### config.mk
export PLATFORM = sky130hd
export DESIGN_NAME = command_stream_method_decoder_core
export DESIGN_NICKNAME = d
export VERILOG_FILES = /design/src/design/csmd_pkg.sv /design/src/design/csmd_front.sv /design/src/design/csmd_out_queue.sv /design/src/design/csmd_back.sv /design/src/design/command_stream_method_decoder_core.sv
export SDC_FILE = /design/constraint.sdc
export NUM_CORES = 1
export LEC_CHECK = 0
export BUFFER_PORTS_ARGS = -buffer_cell sky130_fd_sc_hd__buf_2
export CAP_MARGIN = 20
export CORE_AREA = 2 2 250 252
export CTS_CLUSTER_DIAMETER = 60
export CTS_CLUSTER_SIZE = 8
export DETAILED_ROUTE_END_ITERATION = 10
export DIE_AREA = 0 0 252 254
export GPL_TIMING_DRIVEN = 1
export PLACE_DENSITY = 0.69
export SETUP_SLACK_MARGIN = 0.4
export SLEW_MARGIN = 20
export SYNTH_ARGS = -nofsm -noshare
export SYNTH_HDL_FRONTEND = slang
export SYNTH_SLANG_ARGS = --single-unit
### constraint.sdc
create_clock -name clock -period 13.6 [get_ports clock]
set_input_delay 0.68 -clock clock [delete_from_list [all_inputs] [get_ports clock]]
set_output_delay 0.68 -clock clock [all_outputs]
set_load 0.1 [all_outputs]
### src/design/csmd_pkg.sv
package csmd_pkg;

   localparam int unsigned WordWidth    = 32;
   localparam int unsigned AddressWidth = 16;
   localparam int unsigned SubWidth     = 3;
   localparam int unsigned CountWidth   = 13;
   localparam int unsigned NopWidth     = 16;
   localparam int unsigned NumSubs      = 8;

   localparam logic [2:0] ModeNoIncrement = 3'd3;
   localparam logic [2:0] ModeImmediate   = 3'd4;
   localparam logic [2:0] ModeSingleStep  = 3'd5;

   typedef enum logic [2:0] {
      KIND_OFF_WINDOW  = 3'd0,
      KIND_SKIPPED     = 3'd1,
      KIND_HEADER      = 3'd2,
      KIND_DATA        = 3'd3,
      KIND_IMMEDIATE   = 3'd4,
      KIND_JUMP        = 3'd5
   } kind_type;

   typedef enum logic [1:0] {
      CLS_HEADER    = 2'd0,
      CLS_IMMEDIATE = 2'd1,
      CLS_JUMP      = 2'd2
   } cls_type;

   typedef struct packed {
      logic [WordWidth-1:0]    word;
      logic                    off_window;
      logic                    zero;
      cls_type                 cls;
      logic [AddressWidth-1:0] address;
      logic [SubWidth-1:0]     subchannel;
      logic [CountWidth-1:0]   count;
      logic [CountWidth-1:0]   budget;
   } item_type;

   typedef struct packed {
      kind_type                kind;
      logic [AddressWidth-1:0] method_address;
      logic [SubWidth-1:0]     subchannel;
      logic [WordWidth-1:0]    value;
      logic [CountWidth-1:0]   data_count;
      logic [CountWidth-1:0]   increment_budget;
      logic [NopWidth-1:0]     nops_before;
      logic [WordWidth-1:0]    bound_handle;
   } result_type;

   typedef struct packed {
      logic valid;
      item_type item;
   } front_out_type;

endpackage

### src/design/csmd_front.sv
module csmd_front
   import csmd_pkg::*;
(
   input  logic                 clock,
   input  logic                 reset,
   input  logic                 new_header_format,
   input  logic                 push,
   output logic                 full,
   input  logic [WordWidth-1:0] word,
   input  logic                 off_window,
   output front_out_type        head,
   input  logic                 take
);

   item_type   decoded;
   logic [2:0] mode;

   item_type   mem_ff [2];
   logic       wr_ptr_ff, wr_ptr_in;
   logic       rd_ptr_ff, rd_ptr_in;
   logic [1:0] count_ff, count_in;
   logic       do_push, do_pop;

   // Header fields depend only on the word and the layout, so they are
   // extracted before the item is queued.
   always_comb begin
      mode = word[31:29];
      decoded.word        = word;
      decoded.off_window  = off_window;
      decoded.zero        = (word == '0);
      decoded.subchannel  = word[15:13];
      if (new_header_format) begin
         decoded.address = {1'b0, word[12:0], 2'b00};
         decoded.count   = word[28:16];
         if (mode == ModeImmediate) begin
            decoded.cls = CLS_IMMEDIATE;
         end else begin
            decoded.cls = CLS_HEADER;
         end
         priority if (mode == ModeNoIncrement) begin
            decoded.budget = '0;
         end else if (mode == ModeSingleStep) begin
            decoded.budget = CountWidth'(1);
         end else begin
            decoded.budget = word[28:16];
         end
      end else begin
         decoded.address = {3'b000, word[12:0]};
         decoded.count   = {2'b00, word[28:18]};
         if (word[29]) begin
            decoded.cls = CLS_JUMP;
         end else begin
            decoded.cls = CLS_HEADER;
         end
         if (word[30]) begin
            decoded.budget = '0;
         end else begin
            decoded.budget = {2'b00, word[28:18]};
         end
      end
   end

   assign full       = (count_ff == 2'd2);
   assign do_push    = push && !full;
   assign do_pop     = take && (count_ff != 2'd0);
   assign head.valid = (count_ff != 2'd0);
   assign head.item  = mem_ff[rd_ptr_ff];

   always_comb begin
      wr_ptr_in = do_push ? ~wr_ptr_ff : wr_ptr_ff;
      rd_ptr_in = do_pop ? ~rd_ptr_ff : rd_ptr_ff;
      count_in  = count_ff + {1'b0, do_push} - {1'b0, do_pop};
   end

   always_ff @(posedge clock) begin
      if (reset) begin
         wr_ptr_ff <= 1'b0;
         rd_ptr_ff <= 1'b0;
         count_ff  <= 2'd0;
      end else begin
         wr_ptr_ff <= wr_ptr_in;
         rd_ptr_ff <= rd_ptr_in;
         count_ff  <= count_in;
      end
   end

   always_ff @(posedge clock) begin
      if (do_push) begin
         mem_ff[wr_ptr_ff] <= decoded;
      end
   end

   a_front_count: assert property (@(posedge clock) disable iff (reset)
      count_ff != 2'd3)
      else $error("front queue count out of range");

endmodule

### src/design/csmd_out_queue.sv
module csmd_out_queue
   import csmd_pkg::*;
(
   input  logic       clock,
   input  logic       reset,
   input  logic       push,
   input  result_type push_data,
   output logic       full,
   output logic       empty,
   input  logic       pop,
   output result_type head
);

   result_type mem_ff [2];
   logic       wr_ptr_ff, wr_ptr_in;
   logic       rd_ptr_ff, rd_ptr_in;
   logic [1:0] count_ff, count_in;
   logic       do_push, do_pop;

   assign full    = (count_ff == 2'd2);
   assign empty   = (count_ff == 2'd0);
   assign do_push = push && !full;
   assign do_pop  = pop && !empty;
   assign head    = mem_ff[rd_ptr_ff];

   always_comb begin
      wr_ptr_in = do_push ? ~wr_ptr_ff : wr_ptr_ff;
      rd_ptr_in = do_pop ? ~rd_ptr_ff : rd_ptr_ff;
      count_in  = count_ff + {1'b0, do_push} - {1'b0, do_pop};
   end

   always_ff @(posedge clock) begin
      if (reset) begin
         wr_ptr_ff <= 1'b0;
         rd_ptr_ff <= 1'b0;
         count_ff  <= 2'd0;
      end else begin
         wr_ptr_ff <= wr_ptr_in;
         rd_ptr_ff <= rd_ptr_in;
         count_ff  <= count_in;
      end
   end

   always_ff @(posedge clock) begin
      if (do_push) begin
         mem_ff[wr_ptr_ff] <= push_data;
      end
   end

   a_out_no_overflow: assert property (@(posedge clock) disable iff (reset)
      push |-> !full)
      else $error("result pushed into a full queue");

endmodule

### src/design/csmd_back.sv
module csmd_back
   import csmd_pkg::*;
(
   input  logic          clock,
   input  logic          reset,
   input  front_out_type head,
   output logic          take,
   input  logic          out_full,
   output logic          res_push,
   output result_type    res
);

   logic [CountWidth-1:0]   words_left_ff, words_left_in;
   logic [CountWidth-1:0]   increments_left_ff, increments_left_in;
   logic [AddressWidth-1:0] address_ff, address_in;
   logic [SubWidth-1:0]     subchannel_ff, subchannel_in;
   logic                    skip_pending_ff, skip_pending_in;
   logic [NopWidth-1:0]     nop_counter_ff, nop_counter_in;
   logic [WordWidth-1:0]    handles_ff [NumSubs];

   item_type             it;
   logic                 bind_en;
   logic [WordWidth-1:0] cur_handle;
   logic [WordWidth-1:0] hdr_handle;

   assign it         = head.item;
   assign take       = head.valid && !out_full;
   assign cur_handle = handles_ff[subchannel_ff];
   assign hdr_handle = handles_ff[it.subchannel];

   always_comb begin
      words_left_in      = words_left_ff;
      increments_left_in = increments_left_ff;
      address_in         = address_ff;
      subchannel_in      = subchannel_ff;
      skip_pending_in    = skip_pending_ff;
      nop_counter_in     = nop_counter_ff;
      bind_en            = 1'b0;
      res_push           = 1'b0;

      res.kind             = KIND_OFF_WINDOW;
      res.method_address   = address_ff;
      res.subchannel       = subchannel_ff;
      res.value            = it.word;
      res.data_count       = '0;
      res.increment_budget = '0;
      res.nops_before      = '0;
      res.bound_handle     = cur_handle;

      if (take) begin
         priority if (it.off_window) begin
            res_push = 1'b1;
         end else if (skip_pending_ff) begin
            res_push        = 1'b1;
            res.kind        = KIND_SKIPPED;
            skip_pending_in = 1'b0;
         end else if (words_left_ff != '0) begin
            res_push             = 1'b1;
            res.kind             = KIND_DATA;
            res.data_count       = words_left_ff;
            res.increment_budget = increments_left_ff;
            if (address_ff == '0) begin
               bind_en          = 1'b1;
               res.bound_handle = it.word;
            end
            if (increments_left_ff != '0) begin
               address_in         = address_ff + AddressWidth'(4);
               increments_left_in = increments_left_ff - CountWidth'(1);
            end
            words_left_in = words_left_ff - CountWidth'(1);
         end else if (it.zero) begin
            if (nop_counter_ff != '1) begin
               nop_counter_in = nop_counter_ff + NopWidth'(1);
            end
         end else begin
            res_push        = 1'b1;
            res.nops_before = nop_counter_ff;
            nop_counter_in  = '0;
            unique case (it.cls)
               CLS_JUMP: begin
                  res.kind        = KIND_JUMP;
                  res.value       = {3'b000, it.word[28:0]};
                  skip_pending_in = 1'b1;
               end
               CLS_IMMEDIATE: begin
                  res.kind           = KIND_IMMEDIATE;
                  res.method_address = it.address;
                  res.subchannel     = it.subchannel;
                  res.value          = {{(WordWidth-CountWidth){1'b0}}, it.count};
                  res.bound_handle   = hdr_handle;
                  address_in         = it.address;
                  subchannel_in      = it.subchannel;
                  words_left_in      = '0;
                  increments_left_in = it.budget;
               end
               CLS_HEADER: begin
                  res.kind             = KIND_HEADER;
                  res.method_address   = it.address;
                  res.subchannel       = it.subchannel;
                  res.data_count       = it.count;
                  res.increment_budget = it.budget;
                  res.bound_handle     = hdr_handle;
                  address_in           = it.address;
                  subchannel_in        = it.subchannel;
                  words_left_in        = it.count;
                  increments_left_in   = it.budget;
               end
               default: begin
                  res_push = 1'b0;
               end
            endcase
         end
      end
   end

   always_ff @(posedge clock) begin
      if (reset) begin
         words_left_ff      <= '0;
         increments_left_ff <= '0;
         address_ff         <= '0;
         subchannel_ff      <= '0;
         skip_pending_ff    <= 1'b0;
         nop_counter_ff     <= '0;
         for (int i = 0; i < NumSubs; i++) begin
            handles_ff[i] <= '0;
         end
      end else begin
         words_left_ff      <= words_left_in;
         increments_left_ff <= increments_left_in;
         address_ff         <= address_in;
         subchannel_ff      <= subchannel_in;
         skip_pending_ff    <= skip_pending_in;
         nop_counter_ff     <= nop_counter_in;
         if (bind_en) begin
            handles_ff[subchannel_ff] <= it.word;
         end
      end
   end

   a_skip_clears: assert property (@(posedge clock) disable iff (reset)
      (take && skip_pending_ff && !it.off_window) |=> !skip_pending_ff)
      else $error("skip pending not cleared by a skipped word");

   a_data_keeps_nops: assert property (@(posedge clock) disable iff (reset)
      (take && !it.off_window && !skip_pending_ff && words_left_ff != '0)
      |=> $stable(nop_counter_ff))
      else $error("NOP count changed on a data word");

   a_push_needs_room: assert property (@(posedge clock) disable iff (reset)
      res_push |-> (take && !out_full))
      else $error("result produced without an accepted request");

endmodule

### src/design/command_stream_method_decoder_core.sv
// Channel   Handshake              Payload
// req_      req_push / req_full    req_word, req_off_window
// rsp_      rsp_pop / rsp_empty    rsp_kind .. rsp_bound_handle
// csr_      csr_valid / csr_ready  csr_new_header_format
//
// One request is accepted per cycle while req_full is low; a request is stored in
// the request queue, and any result it yields is stored in the result queue
// before it is on the rsp_ ports. The rate is set by the back-end state update.
// Synchronous reset clears both queues, the decoder state and all handles.
// A stall on the rsp_ side fills the result queue and then the request queue;
// req_full is high while the request queue holds two requests.
module command_stream_method_decoder_core
   import csmd_pkg::*;
(
   input  logic                    clock,
   input  logic                    reset,
   input  logic                    req_push,
   output logic                    req_full,
   input  logic [WordWidth-1:0]    req_word,
   input  logic                    req_off_window,
   output logic                    rsp_empty,
   input  logic                    rsp_pop,
   output logic [2:0]              rsp_kind,
   output logic [AddressWidth-1:0] rsp_method_address,
   output logic [SubWidth-1:0]     rsp_subchannel,
   output logic [WordWidth-1:0]    rsp_value,
   output logic [CountWidth-1:0]   rsp_data_count,
   output logic [CountWidth-1:0]   rsp_increment_budget,
   output logic [NopWidth-1:0]     rsp_nops_before,
   output logic [WordWidth-1:0]    rsp_bound_handle,
   input  logic                    csr_valid,
   output logic                    csr_ready,
   input  logic                    csr_new_header_format
);

   logic          new_header_format_ff, new_header_format_in;
   front_out_type front_head;
   logic          take;
   logic          out_full;
   logic          res_push;
   result_type    res;
   result_type    rsp_head;

   assign csr_ready = 1'b1;

   always_comb begin
      new_header_format_in = new_header_format_ff;
      if (csr_valid && csr_ready) begin
         new_header_format_in = csr_new_header_format;
      end
   end

   always_ff @(posedge clock) begin
      if (reset) begin
         new_header_format_ff <= 1'b0;
      end else begin
         new_header_format_ff <= new_header_format_in;
      end
   end

   csmd_front u_front (
      .clock             (clock),
      .reset             (reset),
      .new_header_format (new_header_format_ff),
      .push              (req_push),
      .full              (req_full),
      .word              (req_word),
      .off_window        (req_off_window),
      .head              (front_head),
      .take              (take)
   );

   csmd_back u_back (
      .clock    (clock),
      .reset    (reset),
      .head     (front_head),
      .take     (take),
      .out_full (out_full),
      .res_push (res_push),
      .res      (res)
   );

   csmd_out_queue u_out_queue (
      .clock     (clock),
      .reset     (reset),
      .push      (res_push),
      .push_data (res),
      .full      (out_full),
      .empty     (rsp_empty),
      .pop       (rsp_pop),
      .head      (rsp_head)
   );

   assign rsp_kind             = rsp_head.kind;
   assign rsp_method_address   = rsp_head.method_address;
   assign rsp_subchannel       = rsp_head.subchannel;
   assign rsp_value            = rsp_head.value;
   assign rsp_data_count       = rsp_head.data_count;
   assign rsp_increment_budget = rsp_head.increment_budget;
   assign rsp_nops_before      = rsp_head.nops_before;
   assign rsp_bound_handle     = rsp_head.bound_handle;

endmodule
-- Word level (Yosys, flattened, before mapping)
Memories as Yosys holds them, arrays and structs flattened. A register that Yosys moved wholly into a read port is not among the register bits.
Index checks and enable logic that the tools add are counted.
- register bits: 71
- memory bits (writable): 674
- input bits: 39
- output and inout port bits: 131
- memories: 3
- add/sub/neg operators: 8
- equality and inequality tests: 11
- mux-type cells: 69
- bitwise gates (word level): 8
- reductions and logical operators: 25
- memory list (memory ; words ; width ; read ports ; clocked after Yosys merged registers in ; wr ports ; RTL line ; RTL):
    u_back.handles_ff ; 8 ; 32 ; 2 ; 1 ; 8 ; csmd_back.sv:19 ; logic [WordWidth-1:0] handles_ff [NumSubs];
    u_out_queue.mem_ff ; 2 ; 128 ; 1 ; 1 ; 1 ; csmd_out_queue.sv:14 ; result_type mem_ff [2];
    u_front.mem_ff ; 2 ; 81 ; 1 ; 1 ; 1 ; csmd_front.sv:18 ; item_type mem_ff [2];
- operator list (operator ; count):
    $mux W128 ; 3
    $mux W32 ; 4
    $mux W125 ; 1
    $mux W16 ; 7
    $mux W13 ; 8
    $mux W26 ; 3
    $pmux W32 S2 ; 1
    $mux W51 ; 1
    $logic_not A32 Y1 ; 1
    $reduce_or A32 Y1 ; 1
    $mux W1 ; 30
    $pmux W13 S2 ; 1
    $reduce_bool A13 Y1 ; 2
    $sub A13 B1 Y13 const B ; 2
    $mux W19 ; 1
    $mux W18 ; 1
    $add A16 B1 Y16 const B ; 1
    $add A16 B3 Y16 const B ; 1
    $logic_not A16 Y1 ; 1
    $ne A16 B16 Y1 const B ; 1
    $mux W3 ; 5
    $reduce_and A6 Y1 ; 2
    $mux W11 ; 1
    $reduce_and A5 Y1 ; 2
    other kinds (18) ; 40

-- Depth between registers and ports, before layout
Gate-level depths: netlist of run 1.
- depth in word-level cells: 11
- depth in mapped cells: 13
- depth with buffers taken out: 9

-- By module
Synthesis of run 1 repeated with hierarchy kept, for this count alone.
- cells, all modules: 2309
- area, all modules: 34332.9 µm²
- modules (own cells, without submodules) (module ; times used ; cells each ; area an instance (µm²)):
    csmd_back ; 1 ; 1538 ; 18390.1
    csmd_out_queue ; 1 ; 425 ; 9510.4
    csmd_front ; 1 ; 341 ; 6387.4
    command_stream_method_decoder_core ; 1 ; 5 ; 45.0

-- Least setup slack after synthesis of run 1
OpenSTA, ideal clock, no wires.
- kind: register to register
- from: register (tool-made name)
- to: memory u_out_queue.mem_ff[0][0] (netlist name), enable pin
- setup time: 617 ps
- arrival time: 7470 ps
- required time: 12983 ps
- slack: 5513 ps
- cell stages (with the launch flop): 11
- path buffers: 4
- period minus slack after synthesis: 8087 ps
- cells stage by stage: dfxtp_1 buf_2 buf_2 buf_2 buf_2 mux2i_1 inv_1 ha_1 o21ai_0 o31ai_1 nor2_1
- RTL lines (what ; RTL line):
    end, declared ; csmd_out_queue.sv:14

==> flow_summary.json, run 1 <==
{
  "endpoint_kind": "flip-flop",
  "fillers": 4587,
  "drive_above_1_share": 0.2201,
  "rrSetupSlack_ps": 8900,
  "yosys_warnings": 0,
  "path_common_cell": "buf_4",
  "wire_per_inst_um": 24.73,
  "design.core.area_mm2": 0.06126,
  "avgViaCountPerCell": 6.392,
  "grt_max_degree": 79,
  "grt_pass1_vias": 22640,
  "fp-row-count": 91,
  "ctsResizeCount": 0,
  "r2r-end": "u_back.handles_ff[4][31]$_SDFFCE_PN0P_",
  "synth-edff-count": 666,
  "gp_congestion": 0.9057,
  "grt_use_total": 0.2815,
  "htree_levels": 3,
  "drtPass1Iterations": 6,
  "rsz0062_at_grt": "no",
  "grt_overflow": 0,
  "postCtsHoldBufs": 0,
  "timing.fmax_ghz": 0.2126,
  "setup_viol": 0,
  "mappedNetlistArea_mm2": 0.03348,
  "dp_hpwl_um": 56250,
  "antenna_found_initial": 8,
  "design.die.area_mm2": 0.06401,
  "clk_pin_slew_worst_paths_ps": 50,
  "crit_end": "u_back.handles_ff[4][31]$_SDFFCE_PN0P_",
  "crit_fanout": 44,
  "path_cells": "mux2i_1, nor4b_4, buf_4, and3_1, nand3_2, nand2b_1, buf_4",
  "io_buffers": 168,
  "slew-limit-headroom": 0.2460,
  "synth-seq-cells": 742,
  "finalSetupTns_ps": 0,
  "vias": 23550,
  "tightest_slew_ps": 1131,
  "initial_core_util": 0.5466,
  "first_iter_violations": 2871,
  "ant_nets": 0,
  "fp.dieW_um": 252,
  "hold_depth": 1,
  "syn_nets": 2701,
  "synth.distinct_cells": 71,
  "fin_crit_sh": 0.3459,
  "synth_cells": 2648,
  "crit_type": "flip-flop to flip-flop",
  "cts_setup_buffers": 0,
  "syn2layout_area_growth_pct": 14.36,
  "clock-sinks": 742,
  "die_y_um": 254,
  "route.detailed.drc": 0,
  "critPathMaxStageDelay_ps": 940,
  "slowest_stage": "nand2b_1",
  "wirelength_um": 91140,
  "worstPathRequired_ps": 13920,
  "clkLatencyLatePin_ps": 650,
  "status": "complete, no violations",
  "fin_crit_ps": 4705,
  "startpoint_type": "flip-flop",
  "clk_path_buf_depth": 3,
  "arrival_ps": 5020,
  "synth-async-reset-ratio": 0,
  "reg2reg_depth": 7,
  "cts_tree": "yes",
  "cts-root-buf": "clkbuf_16",
  "cts_buffers": 102,
  "ios": 170,
  "clock-skew-final_ps": 17.41,
  "maxSlewViolCount": 0,
  "avgSynthCellArea_um2": 12.64,
  "hold_class": "input pin to flip-flop",
  "ys.flop_type": "edfxtp_1",
  "yosysSeqAreaShare": 0.6427,
  "grt_first_pass_wirelength_um": 135500,
  "hold_violations": 0,
  "finalNetCount": 2882,
  "timing.max_cap.violations": 0
}
[kinds of logic after synthesis]
group	Yosys count	share of synthesized area
flops	742	0.6427
buf+inv	189	0.02250
mux	326	0.1281
other cells	1	0.0001120
simple gates	1060	0.1404
fa+ha+maj	14	0.005232
compound gates	292	0.05474
xor+xnor	24	0.006278
[cell usage after synthesis, types with 9 or more instances]
cell type  count  area [µm²]
a21oi_1       97       485.5
a22o_1        11       96.34
and2_1        27       168.9
buf_1         16       60.06
buf_2         20       100.1
clkbuf_1     126       473.0
dfxtp_1       76        1521
edfxtp_1     666       20000
ha_1          14       175.2
inv_1         23       86.33
mux2_2       179        2016
mux2i_1       83       830.8
mux4_2        64        1441
nand2_1      373        1400
nand2b_1      19       118.9
nand3_1      123       615.6
nand4_1       40       250.2
nor2_1       360        1351
nor2b_1       14       87.58
nor3_1        29       145.1
nor4_1        29       181.4
o21ai_0       70       350.3
o221ai_1      32       280.3
o22ai_1       23       143.9
or3_1          9       56.30
xnor2_1       11       96.34
xor2_1        13       113.9
[per-stage QoR]
| stage | instances | hold slack [ps] | worst slack [ps] | utilization | area [µm²] |
|---|---|---|---|---|---|
| floorplan | 2648 | 457.2 | 5513 | - | 33480 |
| global placement | 3514 | 476.9 | 9155 | 0.5769 | 35340 |
| detailed placement | 3514 | 474.9 | 8963 | 0.5770 | 35350 |
| CTS | 3678 | 227.7 | 8921 | 0.6241 | 38230 |
| global route | 3682 | 235.2 | 8622 | 0.6250 | 38290 |
| finish | 3685 | 264.6 | 8895 | 0.6251 | 38290 |
[worst max-delay path, delay by kind of cell (launching register included)]
kind	cells	cell delay (ps)
buf+inv	2	890
flops	1	790
mux	1	450
simple gates	4	2210
[worst min path at each step]
stage                                          startpoint                                    end  slack [ps]
finish                                     req_off_window        u_front.mem_ff[1][48]$_DFFE_PP_         260
CTS                                        req_off_window        u_front.mem_ff[1][48]$_DFFE_PP_         230
global placement    u_back.words_left_ff[12]$_SDFFE_PP0P_  u_back.words_left_ff[12]$_SDFFE_PP0P_         480
floorplan           u_back.words_left_ff[12]$_SDFFE_PP0P_  u_back.words_left_ff[12]$_SDFFE_PP0P_         460
global route                               req_off_window        u_front.mem_ff[1][48]$_DFFE_PP_         240
detailed placement  u_back.words_left_ff[12]$_SDFFE_PP0P_  u_back.words_left_ff[12]$_SDFFE_PP0P_         470
[state kept, by name, indices dropped and copies added, names as in the netlist, named ones only]
name	flops
u_back.skip_pending_ff	1
u_out_queue.mem_ff	256
new_header_format_ff	1
u_back.address_ff	16
u_back.handles_ff	256
u_back.words_left_ff	13
u_front.count_ff	2
u_back.subchannel_ff	3
u_out_queue.count_ff	2
u_out_queue.wr_ptr_ff	1
u_front.mem_ff	154
u_back.increments_left_ff	13
u_front.rd_ptr_ff	1
u_front.wr_ptr_ff	1
u_back.nop_counter_ff	16
u_out_queue.rd_ptr_ff	1
[routing by layer]
layer  track usage  up-vias  share of wire
li1              -    10190              -
met1        0.3960    11670           0.40
met2        0.4279     1440           0.45
met3       0.05859      243           0.11
met4        0.1207        8          0.035
met5             0        -        0.00061
[cells in the final DEF, fill, tap and decap left out, drive strengths merged, types with 11 or more instances in the layout]
master	n
a21oi	97
a22o	11
and2	28
buf	243
clkbuf	158
dfxtp	76
edfxtp	666
ha	14
inv	27
mux2	179
mux2i	83
mux4	64
nand2	373
nand2b	19
nand3	123
nand4	41
nor2	360
nor2b	14
nor3	30
nor4	30
o21ai	72
o221ai	32
o22ai	23
xnor2	11
xor2	13
[cell type report]
cell class	instances	area [µm²]	share of cell area
Timing Repair Buffer	243	1431	0.03738
Clock buffer	158	2794	0.07296
Sequential cell	742	21540	0.5624
Multi-Input combinational cell	1717	11350	0.2964
Clock inverter	6	92.59	0.002418
Inverter	23	86.33	0.002255
Tap cell	790	988.4	0.02581
Antenna cell	6	15.01	0.0003921
Power of run 1 is left out: the tool's default activity adds up to more than one toggle a clock period on the data nets, which glitch-free logic cannot reach.
==> inputs of run 2 (changes only) <==
--- a/config.mk
+++ b/config.mk
@@ -13,7 +13,7 @@
 export DETAILED_ROUTE_END_ITERATION = 10
 export DIE_AREA = 0 0 252 254
 export GPL_TIMING_DRIVEN = 1
-export PLACE_DENSITY = 0.69
+export PLACE_DENSITY = 0.72
 export SETUP_SLACK_MARGIN = 0.4
 export SLEW_MARGIN = 20
 export SYNTH_ARGS = -nofsm -noshare
==> constraint.sdc (replaced) <==
create_clock -name clock -period 3.9 [get_ports clock]
set_input_delay 0.195 -clock clock [delete_from_list [all_inputs] [get_ports clock]]
set_output_delay 0.195 -clock clock [all_outputs]
set_load 0.1 [all_outputs]
==> flow_summary.json, run 2 (synthesized netlist as in run 1, its figures left out) <==
{
  "status": "complete, no violations",
  "cts_buffers": 103,
  "rsz0062_at_grt": "no",
  "grt_overflow": 0,
  "path_cells": "mux2i_1, nor4b_4, buf_4, o21ai_1, nor2_1, a21oi_1, a2111oi_0",
  "dp_hpwl_um": 55930,
  "grt_pass1_vias": 23300,
  "syn2layout_area_growth_pct": 16.92,
  "vias": 23780,
  "fp.dieW_um": 252,
  "cp_top_family": "simple AND/OR/NAND/NOR gates",
  "hold_class": "input pin to flip-flop",
  "critPathMaxStageDelay_ps": 870,
  "clkLatencyLatePin_ps": 660,
  "fin_crit_sh": 0.8532,
  "top_regs": "u_back.handles_ff x256, u_out_queue.mem_ff x256, u_front.mem_ff x154",
  "initial_core_util": 0.5466,
  "first_iter_violations": 2805,
  "setup_viol": 0,
  "final_common_cell": "edfxtp_1",
  "drtPass1Iterations": 7,
  "timing.max_cap.violations": 0,
  "design.die.area_mm2": 0.06401,
  "drive_above_1_share": 0.2235,
  "clock-skew-final_ps": 25.74,
  "dp_cells": 3546,
  "cts_tree": "yes",
  "ant_nets": 0,
  "crit_type": "flip-flop to flip-flop",
  "io_buffers": 168,
  "fin_crit_ps": 3327,
  "finalNonFillerCells": 3759,
  "grt_first_pass_wirelength_um": 137400,
  "grt_use_total": 0.2880,
  "tightest_slew_ps": 1086,
  "mostFrequentLayoutCells": "edfxtp_1, nand2_1, nor2_1, mux2_2, buf_2",
  "slew-limit-headroom": 0.2552,
  "fp-row-count": 91,
  "maxSlewViolCount": 0,
  "route.detailed.drc": 0,
  "wirelength_um": 93280,
  "crit_fanout": 28,
  "hold_violations": 0,
  "wire_per_inst_um": 24.81,
  "die_y_um": 254,
  "ios": 170,
  "arrival_ps": 3860,
  "ctsResizeCount": 0,
  "startpoint_type": "flip-flop",
  "finalNetCount": 2950,
  "cts_setup_buffers": 0,
  "slowest_stage": "nor2_1",
  "antenna_found_initial": 7,
  "clk_path_buf_depth": 3,
  "cts-root-buf": "clkbuf_16",
  "worstPathRequired_ps": 4430,
  "design.core.area_mm2": 0.06126,
  "crit_buf_inv": 1,
  "grt_max_degree": 78,
  "avgViaCountPerCell": 6.327,
  "clock-sinks": 742,
  "gp_congestion": 0.8918,
  "endpoint_kind": "flip-flop",
  "clk_pin_slew_worst_paths_ps": 50,
  "timing.fmax_ghz": 0.3005,
  "htree_levels": 3
}
-- run 2: cell types whose count changed in the layout (fill, tap and decap cells not counted), sizes merged --
cell | previous run | this run
buf | 243 | 274
bufinv | 0 | 2
clkbuf | 158 | 166
diode | 6 | 2
dlygate4sd3 | 0 | 36
inv | 27 | 28
-- run 2: area by class of cell --
cell class | instances | area [µm²]
fillers | 4498 | 22110
flip-flops and latches | 742 | 21530
multi-input cells | 1717 | 11350
clock buffers | 166 | 2824
repair buffers | 310 | 2210
well taps | 790 | 988.4
clock inverters | 9 | 147.6
inverters | 23 | 86.33
diodes | 2 | 5.005
-- run 2: layer usage --
metal / routed length [µm] / global-route usage / vias up
met4: 3874 / 0.1359 / 10
li1: - / - / 10370
met2: 43060 / 0.4473 / 1527
met1: 35770 / 0.3896 / 11580
met5: 69 / 0 / -
met3: 10510 / 0.06228 / 296
-- run 2: worst paths after layout --
check        slack [ps]                                  startpoint                                         end  depth (start not counted)
max                 570                                   flip-flop           u_back.address_ff[8]$_SDFFE_PP0P_                          7
min                  30                                       reset          u_out_queue.wr_ptr_ff$_SDFFE_PP0N_                          2
max reg2reg         570                                   flip-flop           u_back.address_ff[8]$_SDFFE_PP0P_                          7
min reg2reg         500  u_back.increments_left_ff[12]$_SDFFE_PP0P_  u_back.increments_left_ff[12]$_SDFFE_PP0P_                          2
-- run 2: repair_timing --
action,in CTS,in global routing
hold buffers,36,0
endpoints found under the setup margin,0,0
hold endpoints to repair,115,0
-- run 2: per-stage QoR --
step	worst slack (ps)	TNS (ps)	hold WS [ps]	util	instance area [µm²]
floorplan	-115.4	-26760	293.9	-	33570
global placement	724.6	0	410.1	0.5845	35810
detailed placement	589.9	0	410.7	0.5846	35810
CTS	619.8	0	6.821	0.6390	39140
global route	404.4	0	59.58	0.6391	39150
finish	572.5	0	34.84	0.6391	39150
Power of run 2 is left out for the same reason.
